**src/hdl/sampled_lru_page_victim_select_core_assert.svh**
```systemverilog
// Assertion macros for the sampled LRU victim select core.
// Included by the top level; expects clk and rst_n in scope.
`ifndef SAMPLED_LRU_PAGE_VICTIM_SELECT_CORE_ASSERT_SVH
`define SAMPLED_LRU_PAGE_VICTIM_SELECT_CORE_ASSERT_SVH

// ante holds in a cycle -> cons holds in the same cycle
`define SLVS_ASSERT_SAME(label, ante, cons) \
    label: assert property (@(posedge clk) disable iff (!rst_n) (ante) |-> (cons)) \
        else $error("slvs assertion failed");

// ante holds in a cycle -> cons holds in the next cycle
`define SLVS_ASSERT_NEXT(label, ante, cons) \
    label: assert property (@(posedge clk) disable iff (!rst_n) (ante) |=> (cons)) \
        else $error("slvs assertion failed");

`endif

```
**src/hdl/slvs_pkg.sv**
```systemverilog
// Shared types and constants for the sampled LRU victim select core.
// No dependencies.
`default_nettype none

package slvs_pkg;

    localparam int PAGES      = 16;
    localparam int PAGE_BYTES = 4096;

    localparam int MASK_BITS  = 16;
    localparam int PIDX_W     = 4;
    localparam int ADDR_W     = 32;
    localparam int TICK_W     = 32;
    localparam int IDX_W      = $clog2(PAGES);
    localparam int CNT_W      = $clog2(PAGES + 1);
    localparam int CMP_W      = (CNT_W > PIDX_W) ? CNT_W : PIDX_W;

    localparam logic [TICK_W-1:0] TICK_MAX = {TICK_W{1'b1}};

    localparam int PADDR_W = 2;
    localparam logic [PADDR_W-1:0] REG_BASE_ADDRESS = 2'd0;

    typedef enum logic [1:0] {
        CMD_SET_OCC = 2'd0,
        CMD_TICK    = 2'd1,
        CMD_VICTIM  = 2'd2,
        CMD_NONE    = 2'd3
    } cmd_t;

    // controller -> datapath
    typedef struct packed {
        logic load;        // capture request fields
        logic tick_step;   // step one page; stamp it if occupied and accessed
        logic scan_step;   // read one stamp
        logic form;        // build victim result
    } dp_cmd_t;

    // datapath -> controller
    typedef struct packed {
        logic last;        // page counter at final page
    } dp_stat_t;

endpackage

`default_nettype wire

```
**src/hdl/slvs_ram.sv**
```systemverilog
// Generic single-write, single-read RAM with registered read data.
// No dependencies.
`default_nettype none

module slvs_ram #(
    parameter int WIDTH = 32,
    parameter int DEPTH = 16
) (
    input  wire logic                     clk,
    input  wire logic                     we,
    input  wire logic [$clog2(DEPTH)-1:0] waddr,
    input  wire logic [WIDTH-1:0]         wdata,
    input  wire logic [$clog2(DEPTH)-1:0] raddr,
    output logic      [WIDTH-1:0]         rdata
);

    logic [WIDTH-1:0] mem [DEPTH];

    always_ff @(posedge clk)
    begin
        if (we)
        begin
            mem[waddr] <= wdata;
        end
        rdata <= mem[raddr];
    end

endmodule

`default_nettype wire

```
**src/hdl/slvs_ctrl.sv**
```systemverilog
// Sequencer for the sampled LRU victim select core.
// Depends on slvs_pkg.
`default_nettype none

module slvs_ctrl (
    input  wire logic               clk,
    input  wire logic               rst_n,
    input  wire logic               start,
    input  wire logic [1:0]         command,
    input  wire slvs_pkg::dp_stat_t stat,
    output slvs_pkg::dp_cmd_t       cmd,
    output logic                    busy,
    output logic                    done
);

    import slvs_pkg::*;

    typedef enum logic [5:0] {
        S_IDLE  = 6'b000001,
        S_TICK  = 6'b000010,
        S_SCAN  = 6'b000100,
        S_DRAIN = 6'b001000,
        S_FORM  = 6'b010000,
        S_DONE  = 6'b100000
    } state_t;

    state_t state_reg;
    state_t state_next;

    always_comb
    begin
        state_next = state_reg;
        cmd        = '0;
        case (state_reg)
            S_IDLE:
            begin
                if (start)
                begin
                    cmd.load = 1'b1;
                    case (cmd_t'(command))
                        CMD_TICK:   state_next = S_TICK;
                        CMD_VICTIM: state_next = S_SCAN;
                        default:    state_next = S_DONE;
                    endcase
                end
            end
            S_TICK:
            begin
                cmd.tick_step = 1'b1;
                if (stat.last)
                begin
                    state_next = S_DONE;
                end
            end
            S_SCAN:
            begin
                cmd.scan_step = 1'b1;
                if (stat.last)
                begin
                    state_next = S_DRAIN;
                end
            end
            S_DRAIN:
            begin
                // last stamp is compared in the datapath here
                state_next = S_FORM;
            end
            S_FORM:
            begin
                cmd.form   = 1'b1;
                state_next = S_DONE;
            end
            S_DONE:
            begin
                state_next = S_IDLE;
            end
            default:
            begin
                state_next = S_IDLE;
            end
        endcase
    end

    always_ff @(posedge clk or negedge rst_n)
    begin
        if (!rst_n)
        begin
            state_reg <= S_IDLE;
        end
        else
        begin
            state_reg <= state_next;
        end
    end

    assign busy = (state_reg != S_IDLE);
    assign done = (state_reg == S_DONE);

endmodule

`default_nettype wire

```
**src/hdl/slvs_dp.sv**
```systemverilog
// Datapath: occupancy flags, tick counter, stamp RAM, oldest-stamp scan.
// Depends on slvs_pkg and slvs_ram.
`default_nettype none

module slvs_dp (
    input  wire logic                          clk,
    input  wire logic                          rst_n,
    input  wire slvs_pkg::dp_cmd_t             cmd,
    output slvs_pkg::dp_stat_t                 stat,
    input  wire logic [1:0]                    command,
    input  wire logic [slvs_pkg::PIDX_W-1:0]   page_index,
    input  wire logic                          occupied,
    input  wire logic [slvs_pkg::MASK_BITS-1:0] accessed_mask,
    input  wire logic [slvs_pkg::ADDR_W-1:0]   base_address,
    output logic      [slvs_pkg::ADDR_W-1:0]   victim_address,
    output logic                               victim_found,
    output logic      [slvs_pkg::MASK_BITS-1:0] cleared_mask
);

    import slvs_pkg::*;

    logic [PAGES-1:0]     occ_reg;
    logic [PAGES-1:0]     stamp_valid_reg;
    logic [TICK_W-1:0]    tick_count_reg;
    logic [PAGES-1:0]     stamp_mask_reg;
    logic [IDX_W-1:0]     idx_reg;
    logic                 rd_pend_reg;
    logic [IDX_W-1:0]     rd_idx_reg;
    logic [TICK_W-1:0]    best_time_reg;
    logic [IDX_W-1:0]     best_idx_reg;
    logic                 any_reg;
    logic [ADDR_W-1:0]    victim_address_reg;
    logic                 victim_found_reg;
    logic [MASK_BITS-1:0] cleared_mask_reg;

    logic [PAGES-1:0]     acc_ext;
    logic [PAGES-1:0]     stamp_mask_next;
    logic [TICK_W-1:0]    ram_rdata;
    logic [TICK_W-1:0]    stamp;
    logic                 ram_we;
    logic                 take;
    logic                 occ_write;

    assign acc_ext         = PAGES'(accessed_mask);
    assign stamp_mask_next = occ_reg & acc_ext;

    assign ram_we = cmd.tick_step && stamp_mask_reg[idx_reg];

    slvs_ram #(
        .WIDTH (TICK_W),
        .DEPTH (PAGES)
    ) u_stamp_ram (
        .clk   (clk),
        .we    (ram_we),
        .waddr (idx_reg),
        .wdata (tick_count_reg),
        .raddr (idx_reg),
        .rdata (ram_rdata)
    );

    // never-stamped pages read as tick zero
    assign stamp = stamp_valid_reg[rd_idx_reg] ? ram_rdata : '0;
    assign take  = rd_pend_reg && occ_reg[rd_idx_reg] &&
                   (!any_reg || (stamp < best_time_reg));

    assign occ_write = cmd.load && (cmd_t'(command) == CMD_SET_OCC) &&
                       (CMP_W'(page_index) < CMP_W'(PAGES));

    assign stat.last = (idx_reg == IDX_W'(PAGES - 1));

    always_ff @(posedge clk or negedge rst_n)
    begin
        if (!rst_n)
        begin
            occ_reg         <= '0;
            stamp_valid_reg <= '0;
            tick_count_reg  <= '0;
            idx_reg         <= '0;
            rd_pend_reg     <= 1'b0;
            any_reg         <= 1'b0;
        end
        else
        begin
            rd_pend_reg <= cmd.scan_step;
            if (occ_write)
            begin
                occ_reg[IDX_W'(page_index)] <= occupied;
            end
            if (cmd.load)
            begin
                idx_reg <= '0;
                any_reg <= 1'b0;
                if ((cmd_t'(command) == CMD_TICK) && (tick_count_reg != TICK_MAX))
                begin
                    tick_count_reg <= tick_count_reg + 1'b1;
                end
            end
            else if (cmd.tick_step || cmd.scan_step)
            begin
                idx_reg <= idx_reg + 1'b1;
            end
            if (ram_we)
            begin
                stamp_valid_reg[idx_reg] <= 1'b1;
            end
            if (take)
            begin
                any_reg <= 1'b1;
            end
        end
    end

    always_ff @(posedge clk)
    begin
        if (cmd.load)
        begin
            stamp_mask_reg     <= stamp_mask_next;
            victim_address_reg <= '0;
            victim_found_reg   <= 1'b0;
            cleared_mask_reg   <= (cmd_t'(command) == CMD_TICK) ?
                                  MASK_BITS'(stamp_mask_next) : '0;
            best_idx_reg       <= '0;
        end
        if (cmd.scan_step)
        begin
            rd_idx_reg <= idx_reg;
        end
        if (take)
        begin
            best_time_reg <= stamp;
            best_idx_reg  <= rd_idx_reg;
        end
        if (cmd.form)
        begin
            victim_address_reg <= base_address +
                                  ADDR_W'(32'(best_idx_reg) * 32'(PAGE_BYTES));
            victim_found_reg   <= any_reg;
        end
    end

    assign victim_address = victim_address_reg;
    assign victim_found   = victim_found_reg;
    assign cleared_mask   = cleared_mask_reg;

endmodule

`default_nettype wire

```
**src/hdl/sampled_lru_page_victim_select_core.sv**
```systemverilog
// Top level of the sampled LRU page victim select core: config register,
// controller and datapath. Depends on slvs_pkg, slvs_ctrl, slvs_dp.
//
//  port group   direction  handshake
//  request      in         start, busy (taken when start && !busy)
//  result       out        done strobe, one cycle, no backpressure
//  config       in/out     APB: psel, penable, pwrite, paddr, pwdata, prdata
//
// Latency below counts from the accepting edge to the edge that takes the result.
// Set occupancy and the unused command: 1 cycle, done comes right after accept.
// Tick steps through every page: one stamp RAM write per occupied page in accessed_mask.
// Victim query: one stamp RAM read per page, then compare and
// address build. busy stays high through the done cycle, so a new request is taken only after done.
// Reset clears occupancy, stamp valid bits and the tick counter at once.
`default_nettype none
`include "sampled_lru_page_victim_select_core_assert.svh"

module sampled_lru_page_victim_select_core (
    input  wire logic                           clk,
    input  wire logic                           rst_n,
    input  wire logic                           psel,
    input  wire logic                           penable,
    input  wire logic                           pwrite,
    input  wire logic [slvs_pkg::PADDR_W-1:0]   paddr,
    input  wire logic [31:0]                    pwdata,
    output logic      [31:0]                    prdata,
    output logic                                pready,
    input  wire logic                           start,
    output logic                                busy,
    output logic                                done,
    input  wire logic [1:0]                     command,
    input  wire logic [slvs_pkg::PIDX_W-1:0]    page_index,
    input  wire logic                           occupied,
    input  wire logic [slvs_pkg::MASK_BITS-1:0] accessed_mask,
    output logic      [slvs_pkg::ADDR_W-1:0]    victim_address,
    output logic                                victim_found,
    output logic      [slvs_pkg::MASK_BITS-1:0] cleared_mask
);

    import slvs_pkg::*;

    logic [ADDR_W-1:0] base_address_reg;
    dp_cmd_t           dp_cmd;
    dp_stat_t          dp_stat;
    logic              start_req;
    logic [3:0]        dp_steps;

    assign pready = 1'b1;

    always_ff @(posedge clk or negedge rst_n)
    begin
        if (!rst_n)
        begin
            base_address_reg <= '0;
        end
        else if (psel && penable && pwrite && (paddr == REG_BASE_ADDRESS))
        begin
            base_address_reg <= pwdata;
        end
    end

    assign prdata = (paddr == REG_BASE_ADDRESS) ? base_address_reg : '0;

    assign start_req = start && !busy;

    slvs_ctrl u_ctrl (
        .clk     (clk),
        .rst_n   (rst_n),
        .start   (start_req),
        .command (command),
        .stat    (dp_stat),
        .cmd     (dp_cmd),
        .busy    (busy),
        .done    (done)
    );

    slvs_dp u_dp (
        .clk            (clk),
        .rst_n          (rst_n),
        .cmd            (dp_cmd),
        .stat           (dp_stat),
        .command        (command),
        .page_index     (page_index),
        .occupied       (occupied),
        .accessed_mask  (accessed_mask),
        .base_address   (base_address_reg),
        .victim_address (victim_address),
        .victim_found   (victim_found),
        .cleared_mask   (cleared_mask)
    );

    assign dp_steps = {dp_cmd.load, dp_cmd.tick_step, dp_cmd.scan_step, dp_cmd.form};

    `SLVS_ASSERT_NEXT(a_accept_busy, start && !busy, busy)
    `SLVS_ASSERT_NEXT(a_done_idle, done, !busy)
    `SLVS_ASSERT_SAME(a_load_on_accept, dp_cmd.load, start && !busy)
    `SLVS_ASSERT_SAME(a_steps_exclusive, 1'b1, $onehot0(dp_steps))

endmodule

`default_nettype wire
```
**config.mk**
```make
export PLATFORM = sky130hd
export DESIGN_NAME = sampled_lru_page_victim_select_core
export DESIGN_NICKNAME = d
export VERILOG_FILES = /design/src/hdl/slvs_pkg.sv /design/src/hdl/slvs_ram.sv /design/src/hdl/slvs_ctrl.sv /design/src/hdl/slvs_dp.sv /design/src/hdl/sampled_lru_page_victim_select_core.sv
export VERILOG_INCLUDE_DIRS = /design/src /design/src/hdl
export SDC_FILE = /design/constraint.sdc
export NUM_CORES = 1
export LEC_CHECK = 0
export BUFFER_PORTS_ARGS = -buffer_cell sky130_fd_sc_hd__buf_4
export CAP_MARGIN = 20
export CELL_PAD_IN_SITES_DETAIL_PLACEMENT = 1
export CELL_PAD_IN_SITES_GLOBAL_PLACEMENT = 1
export CORE_ASPECT_RATIO = 0.7
export CORE_MARGIN = 4
export CORE_UTILIZATION = 29
export DETAILED_ROUTE_END_ITERATION = 8
export GPL_TIMING_DRIVEN = 1
export HOLD_SLACK_MARGIN = 0.12
export PLACE_DENSITY = 0.53
export SLEW_MARGIN = 20
export SYNTH_ARGS = -nofsm -noshare
export SYNTH_HDL_FRONTEND = slang
export SYNTH_HIERARCHICAL = 1
export SYNTH_SLANG_ARGS = --single-unit
```
**constraint.sdc**
```tcl
create_clock -name clk -period 8.2 [get_ports clk]
set_input_delay 0.41 -clock clk [delete_from_list [all_inputs] [get_ports clk]]
set_output_delay 0.41 -clock clk [all_outputs]
set_load 0.05 [all_outputs]
```
## Word level (Yosys, flattened, before mapping)

Memories as Yosys holds them, arrays and structs flattened. A register that Yosys moved wholly into a read port is not among the register bits.
Index checks and enable logic that the tools add are counted.

- Equal/unequal tests: 14
- Divide/modulo/power cells: 0
- Reduce and logical (&&, ||, !) cells: 22
- Add/subtract/negate cells: 3
- Multipliers: 0
- Shift operators: 0
- Muxes and demuxes: 34
- Order comparisons: 6
- Bitwise operators: 2

Operators with widths:

| kind | count |
|---|---|
| $mux 32 | 4 |
| $add 32x1->32 const B | 1 |
| $add 32x16->32 | 1 |
| $lt 32x32->1 | 1 |
| $ne 32x32->1 const B | 1 |
| $pmux 6 s5 | 1 |
| $mux 6 | 3 |
| $and 16x16->16 | 1 |
| $bwmux 16 | 1 |
| $mux 4 | 4 |
| $or 16x16->16 | 1 |
| $lt 4x5->1 const B | 3 |
| $mux 1 | 15 |
| $bmux 1 s4 | 3 |
| $pmux 6 s2 | 1 |
| $logic_and 1x1->1 | 11 |
| $demux 1 s4 | 2 |
| $ge 4x1->1 const B | 2 |
| $eq 6x1->1 const B | 1 |
| $eq 6x2->1 const B | 1 |
| $eq 6x3->1 const B | 1 |
| $eq 6x4->1 const B | 1 |
| $eq 6x5->1 const B | 1 |
| $eq 6x6->1 const B | 1 |
| 12 further kinds | 19 |

- Latch bits: 0
- Input port bits: 63
- Logic and storage cells: 97
- Memories kept: 1
- Memory bits (read-only): 0
- Register bits after elaboration: 213
- Output and inout port bits: 84
- Bits in writable memories: 512

Memory list:

| memory | words | bits a word | rd ports | clocked after memory_dff | wr ports | line | text |
|---|---|---|---|---|---|---|---|
| u_dp.u_stamp_ram.mem | 16 | 32 | 1 | 1 | 1 | slvs_ram.sv:17 | `logic [WIDTH-1:0] mem [DEPTH];` |

## Logic depth before layout (Yosys ltp)

Gate-level depths: netlist (run 1).

- Word-level depth: 7
- Mapped depth: 14
- Depth with buffers taken out: 12

## By module

The synthesis (run 1) kept the hierarchy.

By module, submodules not included:

| module | instances | cells each | sequential area each (sq um) | area each (sq um) |
|---|---|---|---|---|
| slvs_ram | 1 | 838 | 16,015.4 | 19,854.0 |
| slvs_dp | 1 | 699 | 4,904.7 | 8,605.8 |
| sampled_lru_page_victim_select_core | 1 | 108 | 800.8 | 1,591.5 |
| slvs_ctrl | 1 | 42 | 151.4 | 409.1 |

## Worst setup path before layout (run 1)

Ideal clock, no wire load.

- Kind: register -> register
- Start: register u_dp.idx_reg[0]
- End: memory u_dp.u_stamp_ram.mem[0][0] (enable)
- Slack: 3.568 ns
- Data required time: 7.739 ns
- Clock period less this slack: 4.632 ns
- Path buffers: 1
- Setup time: 0.461 ns
- Arrival time: 4.171 ns
- Stages on the path, launching flop included: 7
- Path through: dfrtp_1 clkbuf_1 mux4_2 mux4_2 and2_1 or3b_2 nor3_1

- Word-level cells in the longest chain between the ends: 5

Ends and longest elaborated chain:

| what | line | text |
|---|---|---|
| start: declaration | slvs_dp.sv:26 | `logic [IDX_W-1:0] idx_reg;` |
| start signal: assignment | slvs_dp.sv:100 | `idx_reg <= idx_reg + 1'b1;` |
| $bmux 1 s4 | slvs_dp.sv:47 | `assign ram_we = cmd.tick_step && stamp_mask_reg[idx_reg];` |
| $mux 1 (not written as such) | slvs_dp.sv:47 |  |
| $logic_and 1x1->1 | slvs_dp.sv:47 |  |
| via u_dp.ram_we | slvs_dp.sv:40 | `logic ram_we;` |
| $mux 1 | slvs_ram.sv:21 | `if (we)` |
| $mux 1 (not written as such) | slvs_ram.sv:23 | `mem[waddr] <= wdata;` |
| end: declaration | slvs_ram.sv:17 |  |

The timed path passes the listed nets, and every way through them passes these cells. The select of a mux whose other input is x is not followed.

## Final worst setup path (run 1)

- Start: register u_dp.rd_idx_reg[0]
- End: register u_dp.best_time_reg[20] (enable)

- Word-level cells in the longest chain between the ends: 6
- Elaborated cells on any way between the ends: 9
- Those cells by class: 1 x order compare; 5 x mux; 3 x reduce/logical

Ends and longest elaborated chain:

| what | line | text |
|---|---|---|
| start: declaration | slvs_dp.sv:28 | `logic [IDX_W-1:0] rd_idx_reg;` |
| start signal: assignment | slvs_dp.sv:126 | `rd_idx_reg <= idx_reg;` |
| $bmux 1 s4 | slvs_dp.sv:62 | `assign stamp = stamp_valid_reg[rd_idx_reg] ? ram_rdata : '0;` |
| $mux 1 (not written as such) | slvs_dp.sv:62 |  |
| $mux 32 | slvs_dp.sv:62 |  |
| via u_dp.stamp[9] | slvs_dp.sv:39 | `logic [TICK_W-1:0] stamp;` |
| $lt 32x32->1 | slvs_dp.sv:64 | `(!any_reg \|\| (stamp < best_time_reg));` |
| $logic_or 1x1->1 | slvs_dp.sv:64 |  |
| $logic_and 1x1->1 | slvs_dp.sv:63 | `assign take = rd_pend_reg && occ_reg[rd_idx_reg] &&` |
| via u_dp.take | slvs_dp.sv:41 | `logic take;` |
| end signal: assignment | slvs_dp.sv:130 | `best_time_reg <= stamp;` |
| end: declaration | slvs_dp.sv:29 | `logic [TICK_W-1:0] best_time_reg;` |

The timed path passes the listed nets, and every way through them passes these cells. The select of a mux whose other input is x is not followed.
A chain may end at the register's enable or synchronous reset.

==> results of run 1 <==
-- path summary, 6_finish.rpt --
check                                         from                 endpoint  slack [ns]  cells past startpoint
setup / recovery                u_dp/rd_idx_reg[0]   u_dp/best_time_reg[20]        3.53                     14
hold / removal                       page_index[1]         u_dp/occ_reg[11]        0.17                      3
setup reg to reg                u_dp/rd_idx_reg[0]   u_dp/best_time_reg[20]        3.53                     14
hold reg to reg            u_dp/stamp_valid_reg[5]  u_dp/stamp_valid_reg[5]        0.46                      1
max in group asynchronous                    rst_n          u_dp/idx_reg[0]        6.46                      3
min in group asynchronous                    rst_n          u_dp/idx_reg[2]        0.35                      2
-- placed cells by master, fill, tap and decap left out, drive strengths merged, types with 31 or more instances in the layout --
cell type	n
a22oi	65
and2	132
buf	175
clkbuf	110
dfrtp	107
dfxtp	32
dlygate4sd3	50
edfxtp	617
ha	42
inv	50
mux2	49
mux4	138
nand2	75
nor2	46
xnor2	31
-- per-stage QoR --
| stage | power (mW) | util (%) | instances | setup WS (ns) |
|---|---|---|---|---|
| 6_report | 10.1 | 34.9 | 3403 | 3.53 |
| 5_1_grt | 10.6 | 34.9 | 3402 | 3.05 |
| 4_1_cts | 10.2 | 34.9 | 3402 | 3.48 |
| 3_5_place_dp | 6.62 | 32.0 | 3206 | 3.56 |
| 3_3_place_gp | 6.59 | 32.0 | 3206 | 3.58 |
| 2_1_floorplan | 5.98 | - | 1687 | 3.57 |
-- report_power, final --
part	switching, mW	leakage [nW]	internal, mW
combinational	1.03	4.13	0.724
sequential	0.282	6.65	4.47
clock	1.54	1.24	2.02
-- routing by layer --
| layer | GRT usage, % | share of wire, % | vias up |
|---|---|---|---|
| li1 | - | - | 7082 |
| met1 | 20.8 | 47 | 8629 |
| met2 | 23.2 | 47 | 302 |
| met3 | 2.90 | 4.6 | 100 |
| met4 | 3.12 | 1.8 | 2 |
| met5 | 0 | 0.015 | - |
-- cell type report --
class                   instances  area share, %
diodes                          1        0.00688
clock buffers                 110           5.92
clock inverters                36           1.12
inverters                      47          0.485
multi-input cells             813           22.4
flip-flops and latches        757           60.2
well taps                    1414           4.86
repair buffers                225           5.00
-- logic make-up after synthesis --
| group | after synthesis | share of synthesized area, % |
|---|---|---|
| compound gates | 138 | 3.20 |
| xor+xnor | 50 | 1.44 |
| fa+ha+maj | 43 | 1.79 |
| buf+inv | 117 | 1.89 |
| flops | 757 | 71.8 |
| mux | 195 | 12.7 |
| other cells | 1 | 0.0123 |
| simple gates | 386 | 7.18 |
-- critical path: stages (launching register included) --
cell and delay, ns:
edfxtp_1 0.63, and2b_2 0.29, a22oi_1 0.17, nand3_1 0.19, o21ai_2 0.15, buf_4 0.27
and2_1 0.19, ha_1 0.24, a21oi_1 0.19, o21ai_0 0.14, a2111oi_0 0.80, o2111ai_1 0.25
a21o_4 0.28, nand2_1 0.07, buf_4 0.39
==> results.yml, run 1 <==
status:
  status: "finished clean"
logic_synthesis:
  ys_ff_latch: 757
  synth_nets: 1793
  synth_area_um2: 30500
  synth.largest_area_cell: "edfxtp_1"
  synthCells: 1687
  synth_edf_count: 617
  netlist_top_cells_area: "edfxtp_1 61%, mux4_2 9.9%, dfrtp_1 8.8%, and2_1 2.6%, dfxtp_1 2.1%"
  synth_common_cells: "617 x edfxtp_1, 134 x mux4_2, 129 x and2_1, 107 x dfrtp_1, 74 x nand2_1"
  async_reset_ff_share_pct: 14.3
  yosysSeqAreaShare_pct: 71.8
  synth_top_area_share_pct: 60.8
  ys_warn_count: 6
  synth_cell_types: 68
  yosys.cell_count.top_type: "edfxtp_1"
  synthFlopType: "edfxtp_1"
  synth.avg_cell_area_um2: 18.1
clock_tree:
  postCtsHoldBufs: 50
  numCtsBuffers: 78
  ctsResizeCount: 0
  post_cts_buffers: 0
  cts_buffer_depth: 3
  clockRootBuffer: "clkbuf_16"
  cts_sinks: 757
  clkSlewWorstSetupHoldPaths_ns: 0.07
  clock_latency_ns: 0.66
  cts-htree-levels: 3
  cts_tree: "yes"
timing:
  period_share_pct: 56.9
  finalSetupTns_ns: 0
  slew_violations: 0
  hold_slack_ns: 0.173
  worst_pin_slew_ns: 0.948
  slew_headroom_pct: 36.8
  hold_violations: 0
  max_freq_ghz: 0.214
  fin_crit_ns: 4.67
  fin_worst_skew_ns: 0.0489
  finalSetupViolations: 0
  rsz0062_at_grt: "false"
worst_setup_path:
  worstPathArrival_ns: 4.94
  endpoint_kind: "flop"
  critPathLaunchType: "flop"
  critPathRequiredTime_ns: 8.47
  critPathKind: "reg2reg"
  cp_max_fo: 32
floorplan:
  rows: 99
  dieArea_um2: 110000
  coreArea_um2: 104000
  initial_utilization_pct: 29.2
  die_y_um: 279
  pin_count: 147
  die_x_um: 395
grt:
  grt_overflow_total: 0
  grt_pass1_wl_um: 120000
  grt_usage_pct: 14.6
  antenna_found_initial: 9
  grt_pass1_vias: 17300
  grt_max_degree: 60
place:
  portBuffers: 145
  dpl_cell_area_um2: 33300
  dp_hpwl_um: 46900
  globalplace.congestion: 0.765
cells_and_area:
  regArea_um2: 21900
  nFillCells: 10400
  drive_gt1_share_pct: 26.0
  synthToLayoutAreaGrowth_pct: 19.4
  multi_input_area_um2: 8160
  largest_register_ffs: 512
  num-nets-final: 2028
  regMostFlops: "u_dp/u_stamp_ram/mem"
  final_area_um2: 36400
drt:
  vias_per_cell: 4.74
  first_pass_iters: 5
  wl_per_cell_um: 23.6
  dr.first_iter.drc_count: 965
  routed_wl_um: 80200
  ant_nets: 0
  drc_errors: 0
  via_count: 16100
power:
  peakVddDrop_uv: 152
  p_leak_nw: 12.0
  power_density_nw_per_um2: 277
hold_path:
  hp-class: "in2reg"
job:
  max_cap_violations: 0
(Power assumes the default switching activity.)
==> run 2: changes to the inputs <==
--- a/config.mk
+++ b/config.mk
@@ -16,7 +16,7 @@
 export DETAILED_ROUTE_END_ITERATION = 8
 export GPL_TIMING_DRIVEN = 1
 export HOLD_SLACK_MARGIN = 0.12
-export PLACE_DENSITY = 0.53
+export PLACE_DENSITY = 0.54
 export SLEW_MARGIN = 20
 export SYNTH_ARGS = -nofsm -noshare
 export SYNTH_HDL_FRONTEND = slang
==> constraint.sdc (replaced) <==
create_clock -name clk -period 3.9 [get_ports clk]
set_input_delay 0.195 -clock clk [delete_from_list [all_inputs] [get_ports clk]]
set_output_delay 0.195 -clock clk [all_outputs]
set_load 0.05 [all_outputs]
==> run 2 against run 1 <==
Effect of this change: wire length grew 1.4%; clock power grew 100%; die area is the same; global-route usage grew 0.11 points; core utilization grew 0.42 points; count of clock-buffer cells in the layout shrank 6; combinational power grew 110%; via count grew 1.5%; cell count grew 0.94%; design area grew 1.2%; worst hold slack gained 0.17 ns.
==> results.yml, run 2 (same netlist as run 1, synthesis figures left out) <==
floorplan:
  pin_count: 147
  die_x_um: 395
  rows: 99
  dieArea_um2: 110000
  coreArea_um2: 104000
  initial_utilization_pct: 29.2
  die_y_um: 279
timing:
  fin_crit_ns: 3.63
  max_freq_ghz: 0.275
  hold_violations: 0
  slew_violations: 0
  hold_slack_ns: 0.340
  period_share_pct: 93.2
  finalSetupViolations: 0
  rsz0062_at_grt: "false"
  worst_pin_slew_ns: 1.06
  slew_headroom_pct: 28.9
  fin_worst_skew_ns: 0.0231
worst_setup_path:
  cp_max_fo: 12
  critPathKind: "reg2reg"
  reg2reg_to: "u_dp/best_time_reg[19]"
  critPathLaunchType: "flop"
  ff2ff_path_depth: 15
  r2r-start: "u_dp/rd_idx_reg[1]"
  worstPathArrival_ns: 3.97
  critPathRequiredTime_ns: 4.23
  reg2reg_slack_ns: 0.27
  endpoint_kind: "flop"
clock_tree:
  clockRootBuffer: "clkbuf_16"
  cts-htree-levels: 3
  cts_sinks: 757
  cts_tree: "yes"
  cts_buffer_depth: 3
  numCtsBuffers: 76
  clock_latency_ns: 0.64
  clkSlewWorstSetupHoldPaths_ns: 0.06
power:
  p_leak_nw: 12.2
  peakVddDrop_uv: 383
  power.total_mw: 20.9
  power_density_nw_per_um2: 569
drt:
  via_count: 16400
  dr.first_iter.drc_count: 1129
  ant_nets: 0
  routed_wl_um: 81300
  wl_per_cell_um: 23.7
  first_pass_iters: 4
  drc_errors: 0
  vias_per_cell: 4.76
cells_and_area:
  final_area_um2: 36800
  drive_gt1_share_pct: 27.1
  fin_cells: 3435
  synthToLayoutAreaGrowth_pct: 20.8
  regMostFlops: "u_dp/u_stamp_ram/mem"
  num-nets-final: 2067
  final_cell_mix: "617 x edfxtp_1, 187 x buf_4, 134 x mux4_2"
  fin_util_pct: 35.3
  mostFrequentLayoutCell: "edfxtp_1"
  nFillCells: 10500
  largest_register_ffs: 512
place:
  place_inst: 3232
  dp_hpwl_um: 47900
  portBuffers: 145
  globalplace.congestion: 0.773
  dpl_cell_area_um2: 33700
grt:
  use_met1_pct: 22.1
  grt_pass1_wl_um: 120000
  antenna_found_initial: 3
  use_met3_pct: 3.01
  grt_pass1_vias: 17500
  grt_usage_pct: 14.7
  grtUsageMet2_pct: 21.9
  grt_max_degree: 102
  grt-busiest-layer: "met1"
  grt_overflow_total: 0
hold_path:
  hp-class: "in2reg"
  worstHoldStart: "pwdata[22]"
  holdPathStages: 3
  whs_endpoint: "base_address_reg[22]"
job:
  max_cap_violations: 0
status:
  status: "finished clean"
## run 2: cell types whose count changed in the layout (fill, tap and decap cells not counted), moves of 2 or more
cell and delta:
clkbuf_8 +5, bufinv_16 -2, clkinvlp_4 -2, dlygate4sd3_1 +12, clkinv_8 +2, clkinv_16 -3, buf_12 +15, buf_4 +13
clkbuf_1 -11, clkinv_1 +2
## run 2: layout make-up
type                            count  area (µm²)  share of cell area, %
Clock inverter                     33         267                  0.724
Antenna cell                        1        2.50                0.00680
Timing Repair Buffer              266        2350                   6.38
Multi-Input combinational cell    813        8190                   22.2
Tap cell                         1414        1770                   4.81
Inverter                           47         176                  0.479
Sequential cell                   757       21900                   59.4
Clock buffer                      104        2180                   5.93
## run 2: worst max path at each step
stage,start,endpoint,slack (ns),depth (start not counted)
after floorplan,u_dp/idx_reg[0],u_dp/u_stamp_ram/mem[8][0],-0.41,6
after global placement,u_dp/rd_idx_reg[1],u_dp/best_time_reg[18],0.07,15
after detailed placement,u_dp/rd_idx_reg[1],u_dp/best_time_reg[19],-0.07,15
after CTS,u_dp/rd_idx_reg[1],u_dp/best_time_reg[19],0.04,15
after global routing,u_dp/rd_idx_reg[1],u_dp/best_time_reg[26],0.03,16
final,u_dp/rd_idx_reg[1],u_dp/best_time_reg[19],0.27,15
## run 2: metal layers
metal	up-vias	share of wire, %
li1	7144	-
met1	8816	49
met2	308	45
met3	88	4.4
met4	0	1.7
met5	-	0
## run 2: per-stage QoR
step / setup TNS, ns / setup WS [ns]
CTS: 0 / 0.0407
floorplan: -38.68 / -0.406
global route: 0 / 0.0259
detailed placement: -0.941 / -0.0662
global placement: 0 / 0.0687
finish: 0 / 0.266
## run 2: timing repair
item	in CTS	in global routing
buffers inserted	0	2
gates cloned	0	0
endpoints found under the hold margin	190	0
hold buffers	63	0
pin swaps	0	2
endpoints found under the setup margin	32	36
gates resized for setup	2	6
## run 2: report_power, final
part / total, mW / leakage [nW] / switching, mW / internal, mW
Clock: 7.27 / 1.21 / 3.14 / 4.13
Sequential: 9.91 / 6.65 / 0.514 / 9.39
Combinational: 3.76 / 4.37 / 2.19 / 1.57
## run 2: critical path, cell delays in order (launching register included)
cell       delay (ns)
edfxtp_1         0.50
mux2i_1          0.16
a22oi_1          0.25
nand3_2          0.16
o21ai_4          0.28
buf_4            0.20
and2_1           0.15
ha_1             0.25
nand4_1          0.12
inv_1            0.06
a2111oi_2        0.34
buf_4            0.17
o2111ai_1        0.14
a21o_4           0.26
nand2_2          0.11
buf_6            0.17
==> run 3: changes to the inputs <==
--- a/config.mk
+++ b/config.mk
@@ -6,7 +6,7 @@
 export SDC_FILE = /design/constraint.sdc
 export NUM_CORES = 1
 export LEC_CHECK = 0
-export BUFFER_PORTS_ARGS = -buffer_cell sky130_fd_sc_hd__buf_4
+export BUFFER_PORTS_ARGS = -buffer_cell sky130_fd_sc_hd__buf_2
 export CAP_MARGIN = 20
 export CELL_PAD_IN_SITES_DETAIL_PLACEMENT = 1
 export CELL_PAD_IN_SITES_GLOBAL_PLACEMENT = 1
@@ -16,7 +16,7 @@
 export DETAILED_ROUTE_END_ITERATION = 8
 export GPL_TIMING_DRIVEN = 1
 export HOLD_SLACK_MARGIN = 0.12
-export PLACE_DENSITY = 0.54
+export PLACE_DENSITY = 0.53
 export SLEW_MARGIN = 20
 export SYNTH_ARGS = -nofsm -noshare
 export SYNTH_HDL_FRONTEND = slang
==> constraint.sdc (replaced) <==
create_clock -name clk -period 3.53 [get_ports clk]
set_input_delay 0.1765 -clock clk [delete_from_list [all_inputs] [get_ports clk]]
set_output_delay 0.1765 -clock clk [all_outputs]
set_load 0.05 [all_outputs]
==> run 3 against run 2 <==
Effect of this change: the flow now finishes with violations (setup timing); fmax is 0.79% higher; global-route usage fell by 0.13 points; via count rose by 0.15%; largest cell class unchanged.
==> results.yml, run 3 (same netlist as run 1, synthesis figures left out) <==
worst_setup_path:
  critPathMaxStageDelay_ns: 0.46
  worstPathArrival_ns: 3.94
  endpoint_kind: "flop"
  path_buf_inv: 2
  worstPathCellList: "buf_6, mux2i_2, a32oi_1, nand4_1, o21ai_4, and2_4, ha_4, a21oi_2, o21ai_4, a2111oi_4, buf_4, o2111ai_4, a21o_4, nand3b_1"
  critPathLaunchType: "flop"
  cp_common_cell: "o21ai_4"
  critPathKind: "reg2reg"
  worst_path_max_delay_cell: "edfxtp_1"
  cp_max_fo: 6
  critPathRequiredTime_ns: 3.87
  cp_top_family: "compound AO/OA/AOI/OAI gates"
clock_tree:
  cts_sinks: 757
  cts_buffer_depth: 3
  cts-htree-levels: 3
  clockRootBuffer: "clkbuf_16"
  cts_tree: "yes"
  clock_latency_ns: 0.66
  numCtsBuffers: 77
  clkSlewWorstSetupHoldPaths_ns: 0.06
grt:
  grt_overflow_total: 0
  grt_pass1_wl_um: 120000
  grt_usage_pct: 14.6
  antenna_found_initial: 6
  grt_max_degree: 72
  grt_pass1_vias: 17600
hold_path:
  hp-class: "in2reg"
timing:
  worst_pin_slew_ns: 0.816
  slew_headroom_pct: 45.6
  fin_crit_ns: 3.61
  slew_violations: 0
  rsz0062_at_grt: "true"
  setup_ws_ns: -0.0758
  max_freq_ghz: 0.277
  period_share_pct: 102
  finalSetupViolations: 40
  fin_worst_skew_ns: 0.0301
  hold_violations: 0
  hold_slack_ns: 0.281
cells_and_area:
  final_cell_mix: "617 x edfxtp_1, 144 x buf_2, 134 x mux4_2"
  drive_gt1_share_pct: 30.4
  regMostFlops: "u_dp/u_stamp_ram/mem"
  synthToLayoutAreaGrowth_pct: 21.5
  num-nets-final: 2105
  nFillCells: 10500
  largest_register_ffs: 512
  mostFrequentLayoutCell: "edfxtp_1"
power:
  power.total_mw: 23.3
  power_density_nw_per_um2: 628
  peakVddDrop_uv: 375
  p_leak_nw: 12.4
drt:
  ant_nets: 0
  vias_per_cell: 4.71
  routed_wl_um: 80900
  drc_errors: 0
  dr.first_iter.drc_count: 1136
  wl_per_cell_um: 23.2
  first_pass_iters: 5
  via_count: 16400
place:
  portBuffers: 145
  dp_hpwl_um: 49000
  pre_cts_slack_ns: -0.238
  globalplace.congestion: 0.750
floorplan:
  die_x_um: 395
  initial_utilization_pct: 29.2
  dieArea_um2: 110000
  coreArea_um2: 104000
  die_y_um: 279
  rows: 99
  pin_count: 147
job:
  max_cap_violations: 0
status:
  status: "finished, violations left"
  violations: "setup timing"
## run 3: what timing repair did
| item | in CTS | in global routing |
|---|---|---|
| hold buffers | 63 | 0 |
| hold endpoints to repair | 124 | 0 |
| gates resized for setup | 26 | 30 |
| buffers inserted | 5 | 2 |
| gates cloned | 3 | 0 |
| setup endpoints to repair | 40 | 42 |
| pin swaps | 17 | 18 |
## run 3: routing by layer
layer  GRT usage (%)  share of wire, %  vias up
met4            3.13               1.8        0
met5               0                 0        -
met3            2.85               3.9      105
met2            22.7                46      287
met1            21.2                48     8774
li1                -                 -     7214
## run 3: worst register-to-register path, cell delays in order, from the launching register on
cell and delay, ns:
edfxtp_1 0.46, buf_6 0.18, mux2i_2 0.14, a32oi_1 0.22, nand4_1 0.22, o21ai_4 0.19
and2_4 0.22, ha_4 0.21, a21oi_2 0.19, o21ai_4 0.09, a2111oi_4 0.38, buf_4 0.20
o2111ai_4 0.13, a21o_4 0.28, nand3b_1 0.19
## run 3: final timing paths
path | slack (ns) | end | from | cells past startpoint
worst max-delay path | -0.08 | u_dp/best_idx_reg[2] | u_dp/rd_idx_reg[1] | 14
worst min-delay path | 0.28 | base_address_reg[27] | penable | 3
worst max register to register | -0.08 | u_dp/best_idx_reg[2] | u_dp/rd_idx_reg[1] | 14
worst min register to register | 0.46 | u_dp/stamp_valid_reg[4] | u_dp/stamp_valid_reg[4] | 1
max in group asynchronous | 2.29 | u_dp/tick_count_reg[21] | rst_n | 4
min in group asynchronous | 0.68 | u_ctrl/state_reg[0] | rst_n | 3
## run 3: area by class of cell
type	count	area [µm²]	share of cell area, %
Clock buffer	109	2210	5.98
Multi-Input combinational cell	815	8470	22.9
Sequential cell	757	21900	59.1
Clock inverter	33	273	0.737
Inverter	47	176	0.477
Timing Repair Buffer	301	2220	6.01
Antenna cell	3	7.51	0.0203
Tap cell	1414	1770	4.78
## run 3: per-stage QoR
stage	utilization, %	std cells	area (µm²)	setup TNS, ns
after global placement	32.2	3261	33500	-3.83
after CTS	35.4	3474	36800	0
final	35.5	3479	37000	-1.77
after floorplan	-	1687	30500	-79.65
after global routing	35.5	3476	37000	-6.06
after detailed placement	32.2	3261	33500	-8.56
## run 3: where the power goes
group	internal, mW	switching (mW)	leakage (nW)	total [mW]
clock network	4.51	3.55	1.22	8.06
logic	1.73	2.54	4.50	4.28
registers	10.4	0.551	6.65	10.9
